$ cat config.mk
export PLATFORM = sky130hd
export DESIGN_NAME = atpr_cordic_cell
export DESIGN_NICKNAME = d
export VERILOG_FILES = /design/src/hw/rtl/atpr_pkg.sv /design/src/hw/rtl/atpr_cordic_cell.sv
export SDC_FILE = /design/constraint.sdc
export NUM_CORES = 1
export LEC_CHECK = 0
export BUFFER_PORTS_ARGS = -buffer_cell sky130_fd_sc_hd__buf_2
export CAP_MARGIN = 20
export CORE_MARGIN = 5
export CORE_UTILIZATION = 50
export DETAILED_ROUTE_END_ITERATION = 8
export HOLD_SLACK_MARGIN = 0.1
export PLACE_DENSITY = 0.75
export SLEW_MARGIN = 20
export SYNTH_ARGS = -nofsm -noshare
export SYNTH_HDL_FRONTEND = slang
export SYNTH_SLANG_ARGS = --single-unit
$ cat constraint.sdc
create_clock -name clk -period 7 [get_ports clk]
set_clock_uncertainty 0.2 [all_clocks]
set_input_delay 0 -clock clk [delete_from_list [all_inputs] [get_ports clk]]
set_output_delay 0 -clock clk [all_outputs]
set_load 0.05 [all_outputs]
$ cat src/hw/rtl/atpr_pkg.sv
`timescale 1ns / 1ps

package atpr_pkg;

	localparam int AXIS_W  = 16;
	localparam int PITCH_W = 15;
	localparam int ROLL_W  = 16;

	localparam int CORDIC_STAGES_DEF = 16;
	localparam int TABLE_LEN         = 24;

	// Square root of (y*y + z*z) * 65536: 48-bit radicand, 24 root digits.
	localparam int SUMSQ_W   = 32;
	localparam int ROOT_W    = 24;
	localparam int REM_W     = ROOT_W + 2;
	localparam int SQ_DIGITS = ROOT_W;

	// Vector components carry 8 extra fraction bits plus room for CORDIC gain.
	localparam int VEC_W  = 27;
	localparam int VEC_SH = 8;

	// Angles in degrees * 2^20.
	localparam int ANG_W     = 30;
	localparam int ROUND_SH  = 13;
	localparam logic signed [ANG_W-1:0] ANG_180    = ANG_W'(180 * (1 << 20));
	localparam logic signed [ANG_W-1:0] ROUND_BIAS = ANG_W'(1 << (ROUND_SH - 1));
	localparam logic signed [ANG_W-1:0] PITCH_LIM  = ANG_W'(11520);
	localparam logic signed [ANG_W-1:0] ROLL_LIM   = ANG_W'(23040);

	typedef struct packed {
		logic [SUMSQ_W-1:0]       sumsq;
		logic [REM_W-1:0]         rem;
		logic [ROOT_W-1:0]        root;
		logic signed [AXIS_W:0]   nx;
		logic signed [AXIS_W-1:0] y;
		logic signed [AXIS_W-1:0] z;
	} sq_t;

	typedef struct packed {
		logic signed [VEC_W-1:0] a;
		logic signed [VEC_W-1:0] b;
		logic signed [ANG_W-1:0] ang;
		logic                    zero;
	} lane_t;

	typedef struct packed {
		lane_t pitch;
		lane_t roll;
	} cd_t;

	// atan(2^-i) in degrees * 2^20, rounded to nearest.
	function automatic logic signed [ANG_W-1:0] atan_lut(input int idx);
		logic signed [ANG_W-1:0] v;
		case (idx)
			0:       v = ANG_W'(47185920);
			1:       v = ANG_W'(27855475);
			2:       v = ANG_W'(14718068);
			3:       v = ANG_W'(7471121);
			4:       v = ANG_W'(3750058);
			5:       v = ANG_W'(1876857);
			6:       v = ANG_W'(938658);
			7:       v = ANG_W'(469357);
			8:       v = ANG_W'(234682);
			9:       v = ANG_W'(117342);
			10:      v = ANG_W'(58671);
			11:      v = ANG_W'(29335);
			12:      v = ANG_W'(14668);
			13:      v = ANG_W'(7334);
			14:      v = ANG_W'(3667);
			15:      v = ANG_W'(1833);
			16:      v = ANG_W'(917);
			17:      v = ANG_W'(458);
			18:      v = ANG_W'(229);
			19:      v = ANG_W'(115);
			20:      v = ANG_W'(57);
			21:      v = ANG_W'(29);
			22:      v = ANG_W'(14);
			23:      v = ANG_W'(7);
			default: v = '0;
		endcase
		return v;
	endfunction

endpackage

$ cat src/hw/rtl/atpr_cordic_cell.sv
`timescale 1ns / 1ps

module atpr_cordic_cell #(
	parameter int IDX = 0
) (
	input  logic            clk,
	input  logic            arst_n,
	input  logic            up_valid,
	output logic            up_ready,
	input  atpr_pkg::cd_t   up_data,
	output logic            dn_valid,
	input  logic            dn_ready,
	output atpr_pkg::cd_t   dn_data
);
	import atpr_pkg::*;

	localparam logic signed [ANG_W-1:0] STEP = atan_lut(IDX);

	logic v_q;
	cd_t  d_q;
	cd_t  nxt;

	function automatic lane_t rotate(input lane_t l);
		lane_t                   r;
		logic signed [VEC_W-1:0] da;
		logic signed [VEC_W-1:0] db;
		da = l.a >>> IDX;
		db = l.b >>> IDX;
		r  = l;
		if (!l.a[VEC_W-1]) begin
			r.b   = l.b + da;
			r.a   = l.a - db;
			r.ang = l.ang + STEP;
		end else begin
			r.b   = l.b - da;
			r.a   = l.a + db;
			r.ang = l.ang - STEP;
		end
		return r;
	endfunction

	always_comb begin
		nxt.pitch = rotate(up_data.pitch);
		nxt.roll  = rotate(up_data.roll);
	end

	assign up_ready = !v_q || dn_ready;

	always_ff @(posedge clk or negedge arst_n) begin
		if (!arst_n) begin
			v_q <= 1'b0;
		end else if (up_ready) begin
			v_q <= up_valid;
		end
	end

	always_ff @(posedge clk) begin
		if (up_ready && up_valid) begin
			d_q <= nxt;
		end
	end

	assign dn_valid = v_q;
	assign dn_data  = d_q;

endmodule

==> qor.yml <==
fin_crit_sh: 0.6009
coreArea_um2: 29560
vias: 14650
synthArstFlopShare: 0.005917
fin_hold_ws_ns: 0.1247
first_iter_violations: 1316
wirelength_met1_um: 20540
syn_area_per_cell_um2: 9.048
drt_pass1_iterations: 6
die_area_um2: 33490
clk_path_buf_depth: 2
area_growth_pct: 27.25
cpMostUsedCell: "dlygate4sd3_1"
synth_seq_cells: 169
yosys_warnings: 0
met2WireLength_um: 25670
path_clk_slew_ns: 0.08
arrival_ns: 4.20
syn_area_um2: 14970
drc: 0
ant_nets: 0
worstMarginPinSlew_ns: 1.067
die_h_um: 183.0
synth-main-ff-cell: "edfxtp_1"
relSlewSlack: 0.2885
cts_sinks: 169
grt_pass1_vias: 14544
critPathCaptureType: "flip-flop"
final_cells: 2519
cts_tree: "built"
finalWirelength_um: 52090
overflow: 0
max_stage_delay_ns: 0.60
crit_slowest_cell: "o41ai_2"
setup_violations: 0
gp_congestion: 0.9617
antenna_found_initial: 2
critPathMaxFanout: 8
netlist_instances: 1654
port_buffers: 345
highest_layer: "met4"
power.leakage_nw: 8.608
p_per_area_nw_per_um2: 202.3
fin_util: 0.6442
h-tree-depth: 4
rows: 63
fin_tns_setup_ns: 0
outcome: "complete, no violations"
ys_seq_area_frac: 0.3388
nets: 2468
start_util: 0.5063
drive_above_1_share: 0.1923
startpoint_type: "primary input"
ir_drop_mv: 0.1667
drt-vias-per-instance: 5.816
fin_crit_ns: 4.206
clk_latency_ns: 0.45
wl_per_cell_um: 20.68
timing.fmax_ghz: 0.2377
worst-path-buf-inv: 3
grt_max_degree: 87
cp_data_required_time_ns: 7.00
syn_nets: 2008
path_cells: "dlygate4sd3_1 > buf_2 > ha_1 > fa_1 > nor2b_1 > o21ai_0 > a211oi_1 > o41ai_2 > a21oi_4 > a2111oi_2 > a22oi_1 > xnor2_1 > dlygate4sd3_1"
yosysUniqueCellTypes: 85
fillers: 2395
route.met3.wl_um: 4010
io_pins: 346
maxCapViolations: 0
grt_usage: 0.3004
rsz0062_at_grt: "false"
post-dp-hpwl_um: 38050
synth_edf_count: 168
min_path_type: "in2reg"
cts_buffers: 17
cts_root_buf: "clkbuf_16"
critical_path.top_delay_family: "compound AO/OA/AOI/OAI gates"
place_inst: 2320
final_max_slew_viol_count: 0
die_x_um: 183.0
grt_pass1_wl_um: 80130
hold_viol: 0
critical_path_class: "in2reg"
registers in the layout, summed over array words and instances (netlist names):
name	count
dn_valid	1
dn_data	168
cells in the mapped netlist (14+ instances only):
master,n,area share
a21o_1,41,0.021
nand2_1,95,0.024
nand3_1,19,0.0064
nor2_1,154,0.039
o21ai_0,106,0.035
inv_1,169,0.042
o21a_1,14,0.0070
o21bai_1,24,0.012
nor2b_1,24,0.010
a211o_1,16,0.0094
a31oi_1,16,0.0067
xor2_1,24,0.014
a21oi_1,156,0.052
a211oi_1,15,0.0075
nand2b_1,17,0.0071
clkbuf_1,40,0.010
nor3_1,27,0.0090
ha_1,172,0.14
xnor2_1,90,0.053
edfxtp_1,168,0.34
nor4_1,15,0.0063
mux2i_1,18,0.012
tightest hold or removal path: stages:
cell	delay, ns
buf_2	0.12
inv_1	0.05
ha_1	0.17
a211oi_1	0.06
a21oi_1	0.14
xnor2_1	0.13
area by class of cell:
type / instances / area [µm²] / share of cell area
tap: 390 / 488.0 / 0.02562
timing repair buffer: 516 / 3423 / 0.1798
sequential: 169 / 5070 / 0.2662
clock inverter: 15 / 158.9 / 0.008344
inverter: 174 / 658.1 / 0.03456
multi-input combinational: 1236 / 8815 / 0.4629
clock buffer: 17 / 425.4 / 0.02234
antenna: 2 / 5.005 / 0.0002628
layer usage:
metal,global-route usage,up-vias
met5,0,-
met4,0.1165,0
met3,0.04225,126
met2,0.5282,772
li1,-,6829
met1,0.3742,6923
report_power, final:
group	switching [mW]	internal [mW]
registers	0.0321	1.27
clock network	0.483	0.474
logic	1.07	0.532
kinds of logic after synthesis:
kind of cell | synth area share
adders and majority gates | 0.1545
muxes | 0.01279
buffers and inverters | 0.07240
and+or+nand+nor | 0.1277
DFF | 0.3388
AOI/OAI and AO/OA | 0.2271
xor gates and xnor gates | 0.06672
stage by stage:
step	total power [mW]	setup WS, ns	instance area [µm²]
floorplan	2.391	1.280	14970
global placement	2.768	3.465	16800
detailed placement	2.777	3.308	16800
CTS	3.825	2.902	19040
global route	4.024	2.591	19040
finish	3.853	2.794	19040
cells in the final DEF, fill, tap and decap left out, types with 17 or more instances in the layout:
| cell | n |
|---|---|
| o21ai_0 | 106 |
| a21o_1 | 41 |
| nor2b_1 | 24 |
| nand2_1 | 95 |
| mux2i_1 | 18 |
| o21bai_1 | 24 |
| a21oi_1 | 156 |
| nand3_1 | 19 |
| nand2b_1 | 17 |
| buf_2 | 345 |
| inv_1 | 169 |
| dlygate4sd3_1 | 165 |
| nor2_1 | 154 |
| ha_1 | 172 |
| xor2_1 | 24 |
| nor3_1 | 27 |
| clkbuf_16 | 17 |
| xnor2_1 | 90 |
| edfxtp_1 | 168 |
worst paths after layout:
kind                             start  cells after the start           end  slack [ns]
max reg2reg                   dn_valid                      3  dn_data[165]        4.84
min reg2reg                   dn_valid                      2  dn_data[145]        0.63
min in group asynchronous       arst_n                      3      dn_valid        0.22
max in group asynchronous       arst_n                      3      dn_valid        6.26
max                        up_data[58]                     13   dn_data[84]        2.79
min                        up_data[55]                      6   dn_data[83]        0.12
timing repair:
item	4_1_cts	5_1_grt
hold buffers	165	0
resized for setup	0	0
hold endpoints to repair	100	0
setup buffers	0	0
Note: power is estimated with default switching activity, not from simulation.
