<file path="src/hw/rtl/atpr_pkg.sv">
`timescale 1ns / 1ps

package atpr_pkg;

	localparam int AXIS_W  = 16;
	localparam int PITCH_W = 15;
	localparam int ROLL_W  = 16;

	localparam int CORDIC_STAGES_DEF = 16;
	localparam int TABLE_LEN         = 24;

	// Square root of (y*y + z*z) * 65536: 48-bit radicand, 24 root digits.
	localparam int SUMSQ_W   = 32;
	localparam int ROOT_W    = 24;
	localparam int REM_W     = ROOT_W + 2;
	localparam int SQ_DIGITS = ROOT_W;

	// Vector components carry 8 extra fraction bits plus room for CORDIC gain.
	localparam int VEC_W  = 27;
	localparam int VEC_SH = 8;

	// Angles in degrees * 2^20.
	localparam int ANG_W     = 30;
	localparam int ROUND_SH  = 13;
	localparam logic signed [ANG_W-1:0] ANG_180    = ANG_W'(180 * (1 << 20));
	localparam logic signed [ANG_W-1:0] ROUND_BIAS = ANG_W'(1 << (ROUND_SH - 1));
	localparam logic signed [ANG_W-1:0] PITCH_LIM  = ANG_W'(11520);
	localparam logic signed [ANG_W-1:0] ROLL_LIM   = ANG_W'(23040);

	typedef struct packed {
		logic [SUMSQ_W-1:0]       sumsq;
		logic [REM_W-1:0]         rem;
		logic [ROOT_W-1:0]        root;
		logic signed [AXIS_W:0]   nx;
		logic signed [AXIS_W-1:0] y;
		logic signed [AXIS_W-1:0] z;
	} sq_t;

	typedef struct packed {
		logic signed [VEC_W-1:0] a;
		logic signed [VEC_W-1:0] b;
		logic signed [ANG_W-1:0] ang;
		logic                    zero;
	} lane_t;

	typedef struct packed {
		lane_t pitch;
		lane_t roll;
	} cd_t;

	// atan(2^-i) in degrees * 2^20, rounded to nearest.
	function automatic logic signed [ANG_W-1:0] atan_lut(input int idx);
		logic signed [ANG_W-1:0] v;
		case (idx)
			0:       v = ANG_W'(47185920);
			1:       v = ANG_W'(27855475);
			2:       v = ANG_W'(14718068);
			3:       v = ANG_W'(7471121);
			4:       v = ANG_W'(3750058);
			5:       v = ANG_W'(1876857);
			6:       v = ANG_W'(938658);
			7:       v = ANG_W'(469357);
			8:       v = ANG_W'(234682);
			9:       v = ANG_W'(117342);
			10:      v = ANG_W'(58671);
			11:      v = ANG_W'(29335);
			12:      v = ANG_W'(14668);
			13:      v = ANG_W'(7334);
			14:      v = ANG_W'(3667);
			15:      v = ANG_W'(1833);
			16:      v = ANG_W'(917);
			17:      v = ANG_W'(458);
			18:      v = ANG_W'(229);
			19:      v = ANG_W'(115);
			20:      v = ANG_W'(57);
			21:      v = ANG_W'(29);
			22:      v = ANG_W'(14);
			23:      v = ANG_W'(7);
			default: v = '0;
		endcase
		return v;
	endfunction

endpackage

</file>
<file path="src/hw/rtl/atpr_sqrt_cell.sv">
`timescale 1ns / 1ps

module atpr_sqrt_cell #(
	parameter int DIGIT = 0
) (
	input  logic            clk,
	input  logic            arst_n,
	input  logic            up_valid,
	output logic            up_ready,
	input  atpr_pkg::sq_t   up_data,
	output logic            dn_valid,
	input  logic            dn_ready,
	output atpr_pkg::sq_t   dn_data
);
	import atpr_pkg::*;

	logic                      v_q;
	sq_t                       d_q;
	sq_t                       nxt;
	logic [SUMSQ_W+15:0]       rad;
	logic [REM_W+1:0]          cur;
	logic [REM_W+1:0]          trial;

	// One root bit per cell, restoring digit-by-digit method.
	always_comb begin
		rad   = {up_data.sumsq, 16'b0};
		cur   = {up_data.rem, rad[2*DIGIT+1 -: 2]};
		trial = {2'b00, up_data.root, 2'b01};
		nxt   = up_data;
		if (cur >= trial) begin
			nxt.rem  = REM_W'(cur - trial);
			nxt.root = {up_data.root[ROOT_W-2:0], 1'b1};
		end else begin
			nxt.rem  = REM_W'(cur);
			nxt.root = {up_data.root[ROOT_W-2:0], 1'b0};
		end
	end

	assign up_ready = !v_q || dn_ready;

	always_ff @(posedge clk or negedge arst_n) begin
		if (!arst_n) begin
			v_q <= 1'b0;
		end else if (up_ready) begin
			v_q <= up_valid;
		end
	end

	always_ff @(posedge clk) begin
		if (up_ready && up_valid) begin
			d_q <= nxt;
		end
	end

	assign dn_valid = v_q;
	assign dn_data  = d_q;

endmodule

</file>
<file path="config.mk">
export PLATFORM = sky130hd
export DESIGN_NAME = atpr_sqrt_cell
export DESIGN_NICKNAME = d
export VERILOG_FILES = /design/src/hw/rtl/atpr_pkg.sv /design/src/hw/rtl/atpr_sqrt_cell.sv
export SDC_FILE = /design/constraint.sdc
export NUM_CORES = 1
export LEC_CHECK = 0
export BUFFER_PORTS_ARGS = -buffer_cell sky130_fd_sc_hd__buf_2
export CAP_MARGIN = 20
export CORE_UTILIZATION = 32
export DETAILED_ROUTE_END_ITERATION = 8
export MAX_ROUTING_LAYER = met4
export PLACE_DENSITY = 0.65
export REMOVE_ABC_BUFFERS = 1
export SKIP_CTS_REPAIR_TIMING = 1
export SYNTH_ARGS = -nofsm -noshare
export SYNTH_HDL_FRONTEND = slang
export SYNTH_SLANG_ARGS = --single-unit
</file>
<file path="constraint.sdc">
create_clock -name clk -period 3.8 [get_ports clk]
set_clock_uncertainty 0.1 [all_clocks]
set_input_delay 0.38 -clock clk [delete_from_list [all_inputs] [get_ports clk]]
set_output_delay 0.38 -clock clk [all_outputs]
set_load 0.005 [all_outputs]
</file>
==> flow_metrics.env, run 1 <==
export IMPL_status="finished, final reports clean"
export IMPL_internal_power_mw=2.886
export IMPL_initial_utilization_pct=33.07
export IMPL_hold_violations=0
export IMPL_ioPinCount=268
export IMPL_grt_max_degree=65
export IMPL_met3_length_mm=1.142
export IMPL_layout_drive_gt1_share_pct=46.94
export IMPL_cts_root_buf="clkbuf_16"
export IMPL_worst_setup_path_type="in2reg"
export IMPL_port_buffers=267
export IMPL_slowest_stage="fa_1"
export IMPL_hold_class="in2reg"
export IMPL_drt_first_pass_iters=4
export IMPL_vias=4345
export IMPL_yosysWarnings=0
export IMPL_finalSetupViolCount=0
export IMPL_wl_met2_mm=8.627
export IMPL_netSwitchingFraction_pct=25.49
export IMPL_viasPerCell=4.764
export IMPL_routed_top_layer="met4"
export IMPL_synth_edf_count=130
export IMPL_worstHoldStart="up_data[111]"
export IMPL_yosysSeqAreaShare_pct=68.20
export IMPL_wl_met1_mm=6.158
export IMPL_ys_types=55
export IMPL_grt_pass1_wl_mm=23.18
export IMPL_ys_async_sr_fraction_pct=0.7634
export IMPL_finalSetupTns_ps=0
export IMPL_clockBufferDepth=2
export IMPL_die_x_um=136.2
export IMPL_synth_area_per_cell_um2=14.81
export IMPL_gr_total_overflow=0
export IMPL_path_max_fanout=11
export IMPL_antenna_found_initial=1
export IMPL_fin_crit_sh_pct=69.98
export IMPL_rows=48
export IMPL_cap_violations=0
export IMPL_required_ps=3870
export IMPL_cts_tree="built"
export IMPL_hold_path_depth=1
export IMPL_wl_per_cell_um=17.69
export IMPL_peakVddDrop_v=0.0003046
export IMPL_min_to="dn_data[111]"
export IMPL_worstReg2RegStart="dn_valid"
export IMPL_design_area_um2=7966
export IMPL_grt_setup_unrepaired="false"
export IMPL_coreArea_um2=17420
export IMPL_die_area_um2=18540
export IMPL_dp_hpwl_mm=12.60
export IMPL_fp_dieH_um=136.2
export IMPL_layout_min_cycle_time_ps=2659
export IMPL_p_leak_nw=3.436
export IMPL_worstPathArrival_ps=2730
export IMPL_synthCells=389
export IMPL_route_detailed_drc=0
export IMPL_synth_top_cell_area_share_pct=67.77
export IMPL_netlist_top_cells_area="edfxtp_1 (68%), ha_1 (5.2%), a21oi_1 (2.2%)"
export IMPL_clock_sinks=131
export IMPL_syn_cell_area_um2=5761
export IMPL_combPwrFrac_pct=14.1
export IMPL_cts_buffers=17
export IMPL_area_growth_pct=38.29
export IMPL_slew_headroom_pct=40.93
export IMPL_yosys_area_top_type="edfxtp_1"
export IMPL_path_delay_family="compound AO/OA/AOI/OAI gates"
export IMPL_reg2reg_to="dn_data[94]"
export IMPL_place_area_um2=7381
export IMPL_drv_slew=0
export IMPL_synth_seq_cells=131
export IMPL_worstMarginPinSlew_ps=886.1
export IMPL_ff2ff_setup_slack_ps=1740
export IMPL_p_per_area_nw_per_um2=486.2
export IMPL_startpoint_type="input pin"
export IMPL_insertion_delay_ps=420
export IMPL_max_stage_delay_ps=420
export IMPL_grt_pass1_vias=4339
export IMPL_fmax_mhz=376.0
export IMPL_ant_nets=0
export IMPL_endpoint_kind="register"
export IMPL_startpoint="up_data[49]"
export IMPL_clkPwrFrac_pct=41.0
export IMPL_final_cell_mix="buf_2 (267), edfxtp_1 (130), inv_1 (28), a21oi_1 (25), ha_1 (24)"
export IMPL_drt_initial_drc_count=216
export IMPL_drt_total_wl_mm=16.14
export IMPL_cts_htree_levels=4
export IMPL_path_buf_inv=3
export IMPL_crit_chain="buf_2 > inv_1 > ha_1 > fa_1 > a21o_1 > a31o_2 > nand3_1 > a31o_1 > and2_1 > buf_4 > mux2_1"
export IMPL_grtUsageTotal_pct=17.67
export IMPL_seq_power_share_pct=44.8
export IMPL_layout_nets=833
export IMPL_p_sw_uw=987.2
export IMPL_synth_ff_type="edfxtp_1"
export IMPL_gp_congestion=0.8521
export IMPL_layout_commonest_cell="buf_2"
export IMPL_path_clk_slew_ps=60
export IMPL_reg2regPathDepth=3
[routing by layer]
| metal | up-vias | GRT usage [%] |
|---|---|---|
| li1 | 2093 | - |
| met2 | 174 | 31.98 |
| met3 | 17 | 4.400 |
| met1 | 2061 | 18.27 |
| met5 | - | - |
| met4 | 0 | 6.790 |
[sequential cells by signal, indices dropped and copies added (netlist names)]
register,count
dn_valid,1
dn_data,130
[synthesized netlist by cell type, types with 3 or more instances]
cell type    n
o41ai_1      4
a211o_1      3
o21a_1       3
inv_1       28
nand3_1     16
mux2i_1      3
o21ai_0     15
nor2_1       8
mux2_4       7
ha_1        24
xnor2_1     10
nand2_1     15
o211ai_1     5
nand2b_1     3
a21oi_1     25
buf_2        4
o21ai_1      4
a211oi_1     7
a21oi_2      3
a31o_1       3
mux2_1       4
a21o_1       8
o31ai_1      7
edfxtp_1   130
or3_1        4
nor3_1       4
and2_1       4
[power groups by stage]
stage	logic [mW]	registers, mW	clock network (mW)
after floorplan	0.281	1.79	0
after global placement	0.544	1.77	0
after detailed placement	0.551	1.77	0
after CTS	0.552	1.74	1.63
after global routing	0.607	1.74	1.68
final	0.548	1.74	1.59
[cells by family after synthesis]
family | share of synthesized area (%)
AOI/OAI and AO/OA | 11.97
xor gates and xnor gates | 1.824
adders and majority gates | 5.560
buffers and inverters | 3.019
DFF | 68.20
muxes | 3.323
and+or+nand+nor | 6.104
[cell type report]
cell class,count,area [um2]
Timing Repair Buffer,275,1411
Clock buffer,17,425.4
Sequential cell,131,3929
Multi-Input combinational cell,219,1660
Inverter,29,108.9
Clock inverter,15,147.6
Antenna cell,1,2.502
Fill cell,1623,9450
Tap cell,225,281.5
[stage by stage]
stage               hold slack (ps)  util [%]  setup slack [ps]  instances  power, mW
finish                        31.98     45.74              1141        912      3.873
global route                  11.09     45.74              1031        912      4.031
CTS                          -391.1     45.67              1154        910      3.916
detailed placement            60.33     42.38             700.7        878      2.318
global placement              54.42     42.38             764.8        878      2.310
floorplan                    -15.59         -            -341.1        379      2.070
[how the worst max path moves through the flow]
stage,end,cells after the start
finish,dn_data[75],11
floorplan,dn_data[0],2
detailed placement,dn_data[76],11
global placement,dn_data[75],11
CTS,dn_data[75],11
global route,dn_data[75],11
Note: power is estimated with default switching activity, not from simulation.
==> run 2, diff against run 1 <==
--- a/config.mk
+++ b/config.mk
@@ -5,12 +5,13 @@
 export SDC_FILE = /design/constraint.sdc
 export NUM_CORES = 1
 export LEC_CHECK = 0
+export ABC_AREA = 1
 export BUFFER_PORTS_ARGS = -buffer_cell sky130_fd_sc_hd__buf_2
 export CAP_MARGIN = 20
 export CORE_UTILIZATION = 32
 export DETAILED_ROUTE_END_ITERATION = 8
 export MAX_ROUTING_LAYER = met4
-export PLACE_DENSITY = 0.65
+export PLACE_DENSITY = 0.61
 export REMOVE_ABC_BUFFERS = 1
 export SKIP_CTS_REPAIR_TIMING = 1
 export SYNTH_ARGS = -nofsm -noshare
==> constraint.sdc (replaced) <==
create_clock -name clk -period 2.5 [get_ports clk]
set_clock_uncertainty 0.1 [all_clocks]
set_input_delay 0.25 -clock clk [delete_from_list [all_inputs] [get_ports clk]]
set_output_delay 0.25 -clock clk [all_outputs]
set_load 0.005 [all_outputs]
==> run 2 against run 1 <==
Effect of this change: sequential power grew 52%; sequential cell count is the same; via count grew 26%; synthesized cell count grew 57%; first-iteration DRC count grew 12%; critical endpoint is now dn_data[84].
==> flow_metrics.env, run 2 <==
export IMPL_cts_buffers=17
export IMPL_largest_reg_flops=130
export IMPL_drt_initial_drc_count=241
export IMPL_finalSetupViolCount=0
export IMPL_fillers=1838
export IMPL_startpoint_type="input pin"
export IMPL_clkPwrFrac_pct=38.5
export IMPL_yosysWarnings=0
export IMPL_seq_power_share_pct=44.6
export IMPL_ff2ff_setup_slack_ps=980
export IMPL_drt_total_wl_mm=18.80
export IMPL_yosysSeqAreaShare_pct=61.47
export IMPL_worstPathArrival_ps=2380
export IMPL_hold_class="in2async"
export IMPL_vias=5456
export IMPL_layout_drive_gt1_share_pct=34.75
export IMPL_grt_pass1_vias=4904
export IMPL_final_cell_mix="buf_2 (267), nand2_1 (201), edfxtp_1 (130), dlygate4sd3_1 (106), inv_1 (105)"
export IMPL_layout_commonest_cell="buf_2"
export IMPL_initial_utilization_pct=32.73
export IMPL_combPwrFrac_pct=16.9
export IMPL_syn_cell_area_um2=6391
export IMPL_p_per_area_nw_per_um2=614.3
export IMPL_reg2reg_to="dn_data[65]"
export IMPL_synth_seq_cells=131
export IMPL_synth_edf_count=130
export IMPL_gp_congestion=0.8483
export IMPL_ant_nets=0
export IMPL_worstMarginPinSlew_ps=511.2
export IMPL_startpoint="up_data[55]"
export IMPL_synth_top_cell_area_share_pct=61.08
export IMPL_cts_root_buf="clkbuf_16"
export IMPL_worst_setup_path_type="in2reg"
export IMPL_multi_input_area_um2=1956
export IMPL_synthCells=610
export IMPL_drv_slew=0
export IMPL_layout_nets=1158
export IMPL_worstReg2RegStart="dn_valid"
export IMPL_fin_crit_sh_pct=93.07
export IMPL_cap_violations=0
export IMPL_path_clk_slew_ps=60
export IMPL_required_ps=2560
export IMPL_wl_per_cell_um=14.74
export IMPL_drt_first_pass_iters=4
export IMPL_rows=51
export IMPL_clockBufferDepth=2
export IMPL_yosys_area_top_type="edfxtp_1"
export IMPL_internal_power_mw=4.328
export IMPL_ys_async_sr_fraction_pct=0.7634
export IMPL_die_x_um=143.3
export IMPL_regArea_um2=3929
export IMPL_gr_total_overflow=0
export IMPL_die_area_um2=20540
export IMPL_p_sw_mw=1.585
export IMPL_grt_max_degree=77
export IMPL_coreArea_um2=19530
export IMPL_final_util_pct=49.29
export IMPL_hold_violations=0
export IMPL_viasPerCell=4.276
export IMPL_ys_types=29
export IMPL_area_growth_pct=50.59
export IMPL_synth_most_common_cell="nand2_1"
export IMPL_synth_area_per_cell_um2=10.48
export IMPL_clock_sinks=131
export IMPL_cts_tree="built"
export IMPL_dp_hpwl_mm=13.81
export IMPL_antenna_found_initial=1
export IMPL_grtUsageTotal_pct=17.94
export IMPL_ioPinCount=268
export IMPL_port_buffers=267
export IMPL_cts_htree_levels=4
export IMPL_netlist_top_cells_area="edfxtp_1 (61%), nand2_1 (12%), inv_1 (6.2%)"
export IMPL_endpoint_kind="register"
export IMPL_grt_pass1_wl_mm=26.10
export IMPL_ys_top_cells_by_count="nand2_1 (201), edfxtp_1 (130), inv_1 (105), nand3_1 (32), nor2_1 (26)"
export IMPL_slew_headroom_pct=65.56
export IMPL_fmax_mhz=429.8
export IMPL_netSwitchingFraction_pct=26.81
export IMPL_grt_setup_unrepaired="false"
export IMPL_fp_dieH_um=143.3
export IMPL_path_max_fanout=16
export IMPL_layout_min_cycle_time_ps=2327
export IMPL_route_detailed_drc=0
export IMPL_insertion_delay_ps=410
export IMPL_status="finished, final reports clean"
export IMPL_p_leak_nw=4.637
export IMPL_synth_ff_type="edfxtp_1"
export IMPL_peakVddDrop_v=0.0004509
export IMPL_reg2regPathDepth=2
export IMPL_finalSetupTns_ps=0
[run 2: changes by cell type in the layout (fill, tap and decap cells not counted), moves of 9 or more]
cell           before  now
a21oi_1            25   10
dlygate4sd3_1       1  106
inv_1              28  105
nand2_1            15  201
nand3_1            16   32
nand3_2             0   21
nor2_1              8   26
o21ai_0            15    1
xnor2_1            10    1
[run 2: power groups by stage]
stage | registers [mW] | logic, mW | clock network, mW
2_1_floorplan | 2.73 | 0.450 | 0
3_3_place_gp | 2.68 | 0.861 | 0
3_5_place_dp | 2.68 | 0.869 | 0
4_1_cts | 2.64 | 0.871 | 2.32
5_1_grt | 2.65 | 1.13 | 2.41
6_report | 2.64 | 1.00 | 2.27
[run 2: logic make-up after synthesis]
group                    after synthesis  synth area share, %
AND/OR/NAND/NOR                      311                22.96
AO/OA/AOI/OAI                         13                1.077
flip-flops                           131                61.47
XOR/XNOR                              10                1.370
buffers and inverters                120                8.105
adder cells (fa/ha/maj)               25                5.012
[run 2: worst max path at each step]
| stage | to | slack (ps) | cells after the start |
|---|---|---|---|
| 2_1_floorplan | dn_data[0] | -4950 | 1 |
| 3_3_place_gp | dn_data[91] | 110 | 13 |
| 3_5_place_dp | dn_data[91] | 80 | 13 |
| 4_1_cts | dn_data[91] | 530 | 13 |
| 5_1_grt | dn_data[93] | 20 | 14 |
| 6_report | dn_data[84] | 170 | 12 |
[run 2: metrics by stage]
| step | std cells | power, mW | cell area [um2] | hold slack [ps] | worst slack, ps |
|---|---|---|---|---|---|
| global placement | 1138 | 3.539 | 8029 | -74.63 | 109.8 |
| CTS | 1169 | 5.826 | 8561 | -522.3 | 533.7 |
| global route | 1276 | 6.188 | 9624 | 38.35 | 15.48 |
| detailed placement | 1138 | 3.549 | 8029 | -73.68 | 80.21 |
| floorplan | 602 | 3.181 | 6295 | -145.6 | -4952 |
| finish | 1276 | 5.913 | 9624 | 47.53 | 173.3 |
[run 2: metal layers]
metal / global-route usage, % / vias up / share of wire, %
li1: - / 2760 / -
met3: 3.932 / 17 / 5.9
met2: 32.40 / 184 / 53
met5: - / - / 0
met1: 19.56 / 2495 / 40
met4: 5.711 / 0 / 1.4
[run 2: critical path, cell delays in order]
cell,delay (ps)
dlygate4sd3_1,520
buf_2,100
inv_1,40
ha_1,340
nand2_1,90
nor2_1,260
nand3_1,130
nand3_2,130
nand2_2,90
buf_4,240
nand3_1,120
nand2_1,60
[run 2: cell type report]
class | instances | area share, %
clock inverters | 14 | 1.105
flip-flops and latches | 131 | 40.82
multi-input cells | 359 | 20.32
clock buffers | 17 | 4.420
inverters | 112 | 4.381
diodes | 1 | 0.02600
repair buffers | 377 | 25.48
well taps | 265 | 3.445
==> run 3, diff against run 2 <==
--- a/config.mk
+++ b/config.mk
@@ -8,6 +8,7 @@
 export ABC_AREA = 1
 export BUFFER_PORTS_ARGS = -buffer_cell sky130_fd_sc_hd__buf_2
 export CAP_MARGIN = 20
+export CORE_ASPECT_RATIO = 1.4
 export CORE_UTILIZATION = 32
 export DETAILED_ROUTE_END_ITERATION = 8
 export MAX_ROUTING_LAYER = met4
==> run 3 against run 2 <==
Effect of this change: non-clock buffer count grew 1; clock power grew 11%; clock-buffer cell count grew 1; critical endpoint is now dn_data[94]; worst hold slack lost 9.2 ps; critical path depth is the same; first-iteration DRC count grew 27%; worst setup slack lost 4.0 ps; sequential cell count is the same; critical path type unchanged; largest cell class unchanged; global-route usage shrank 0.23 points; utilization grew 0.66 points.
==> flow_metrics.env, run 3 (synthesis results as in run 2) <==
export IMPL_layout_min_cycle_time_ps=2331
export IMPL_slew_headroom_pct=63.09
export IMPL_final_cell_mix="buf_2 (267), nand2_1 (201), edfxtp_1 (130), dlygate4sd3_1 (106), inv_1 (105)"
export IMPL_grt_pass1_wl_mm=26.05
export IMPL_ioPinCount=268
export IMPL_insertion_delay_ps=410
export IMPL_worst_setup_path_type="in2reg"
export IMPL_gr_total_overflow=0
export IMPL_p_leak_nw=4.672
export IMPL_rows=60
export IMPL_startpoint_type="input pin"
export IMPL_route_detailed_drc=0
export IMPL_grt_pass1_vias=4968
export IMPL_cap_violations=0
export IMPL_layout_drive_gt1_share_pct=34.78
export IMPL_cts_buffers=17
export IMPL_fin_crit_sh_pct=93.23
export IMPL_fp_dieH_um=169.2
export IMPL_vias=5458
export IMPL_ant_nets=0
export IMPL_path_buf_inv=3
export IMPL_die_area_um2=20550
export IMPL_required_ps=2570
export IMPL_reg2regPathDepth=2
export IMPL_path_common_cell="nand2_1"
export IMPL_slowest_stage="dlygate4sd3_1"
export IMPL_port_buffers=267
export IMPL_dp_hpwl_mm=13.91
export IMPL_cts_root_buf="clkbuf_16"
export IMPL_gp_congestion=0.9421
export IMPL_area_growth_pct=51.37
export IMPL_drt_initial_drc_count=307
export IMPL_fmax_mhz=429.1
export IMPL_largest_reg_flops=130
export IMPL_wl_per_cell_um=14.66
export IMPL_status="finished, final reports clean"
export IMPL_layout_commonest_cell="buf_2"
export IMPL_finalSetupViolCount=0
export IMPL_clockBufferDepth=2
export IMPL_drv_slew=0
export IMPL_cts_htree_levels=4
export IMPL_path_delay_family="simple AND/OR/NAND/NOR gates"
export IMPL_peakVddDrop_v=0.0004005
export IMPL_layout_nets=1159
export IMPL_endpoint_kind="register"
export IMPL_p_per_area_nw_per_um2=635.5
export IMPL_drt_first_pass_iters=4
export IMPL_grt_setup_unrepaired="false"
export IMPL_hold_class="in2reg"
export IMPL_path_clk_slew_ps=60
export IMPL_cts_tree="built"
export IMPL_path_max_fanout=4
export IMPL_viasPerCell=4.328
export IMPL_hold_violations=0
export IMPL_worstPathArrival_ps=2400
export IMPL_clock_sinks=131
export IMPL_final_util_pct=49.95
export IMPL_coreArea_um2=19370
export IMPL_worstMarginPinSlew_ps=547.8
export IMPL_grt_max_degree=79
export IMPL_antenna_found_initial=1
export IMPL_grtUsageTotal_pct=17.71
export IMPL_crit_chain="dlygate4sd3_1 > buf_2 > inv_1 > ha_1 > nand2_1 > nor2_1 > nand2_1 > nand3b_1 > nand3_1 > nand2_1 > nand3_1 > nand2_1"
export IMPL_die_x_um=121.4
export IMPL_p_total_mw=6.148
export IMPL_drt_total_wl_mm=18.49
export IMPL_initial_utilization_pct=33.00
export IMPL_max_stage_delay_ps=530
export IMPL_cp_depth=12
export IMPL_hold_path_depth=4
run 3: cell types whose count changed in the layout (fill, tap and decap cells not counted), sizes merged:
cell / before / now
inv: 115 / 118
clkbuf: 17 / 18
clkinvlp: 4 / 3
clkinv: 7 / 3
bufinv: 0 / 2
buf: 271 / 272
run 3: final cells by class:
| type | count | area (um2) |
|---|---|---|
| fill | 1820 | 9694 |
| sequential | 131 | 3929 |
| timing repair buffer | 378 | 2460 |
| multi-input combinational | 359 | 1956 |
| clock buffer | 18 | 429.2 |
| inverter | 112 | 421.7 |
| tap | 248 | 310.3 |
| clock inverter | 14 | 166.4 |
| antenna | 1 | 2.502 |
run 3: routing by layer:
metal	track usage, %	vias up	wire length (um)
met1	16.88	2480	6770
met2	32.78	195	10110
met4	7.944	0	467
met5	-	-	0
li1	-	2759	-
met3	4.603	24	1147
run 3: per-stage QoR:
stage          cells  instance area (um2)  hold WS [ps]  TNS, ps  worst slack (ps)
3_3_place_gp    1122                 8015        -74.95        0             35.78
2_1_floorplan    602                 6295        -145.6  -643760             -4952
3_5_place_dp    1122                 8015        -74.44        0             66.50
5_1_grt         1261                 9674         40.74        0             4.262
4_1_cts         1154                 8611        -529.3        0             491.6
6_report        1261                 9674         38.38        0             169.3
run 3: final timing paths:
kind,from,end,slack (ps)
setup / recovery,up_data[59],dn_data[94],170
hold / removal,dn_ready,dn_valid,40
setup reg to reg,dn_valid,dn_data[107],990
hold reg to reg,dn_valid,dn_valid,490
max in group asynchronous,arst_n,dn_valid,2170
min in group asynchronous,arst_n,dn_valid,50
run 3: worst register-to-register path, cell delays in order (launching register included):
cell     delay, ps
dfrtp_1        420
a21oi_4        230
buf_12         370
run 3: where the power goes:
part | internal, mW | switching (mW) | total (mW)
combinational | 0.459 | 0.545 | 1.00
clock | 1.50 | 1.01 | 2.51
sequential | 2.60 | 0.0370 | 2.64
total | 4.56 | 1.59 | 6.15
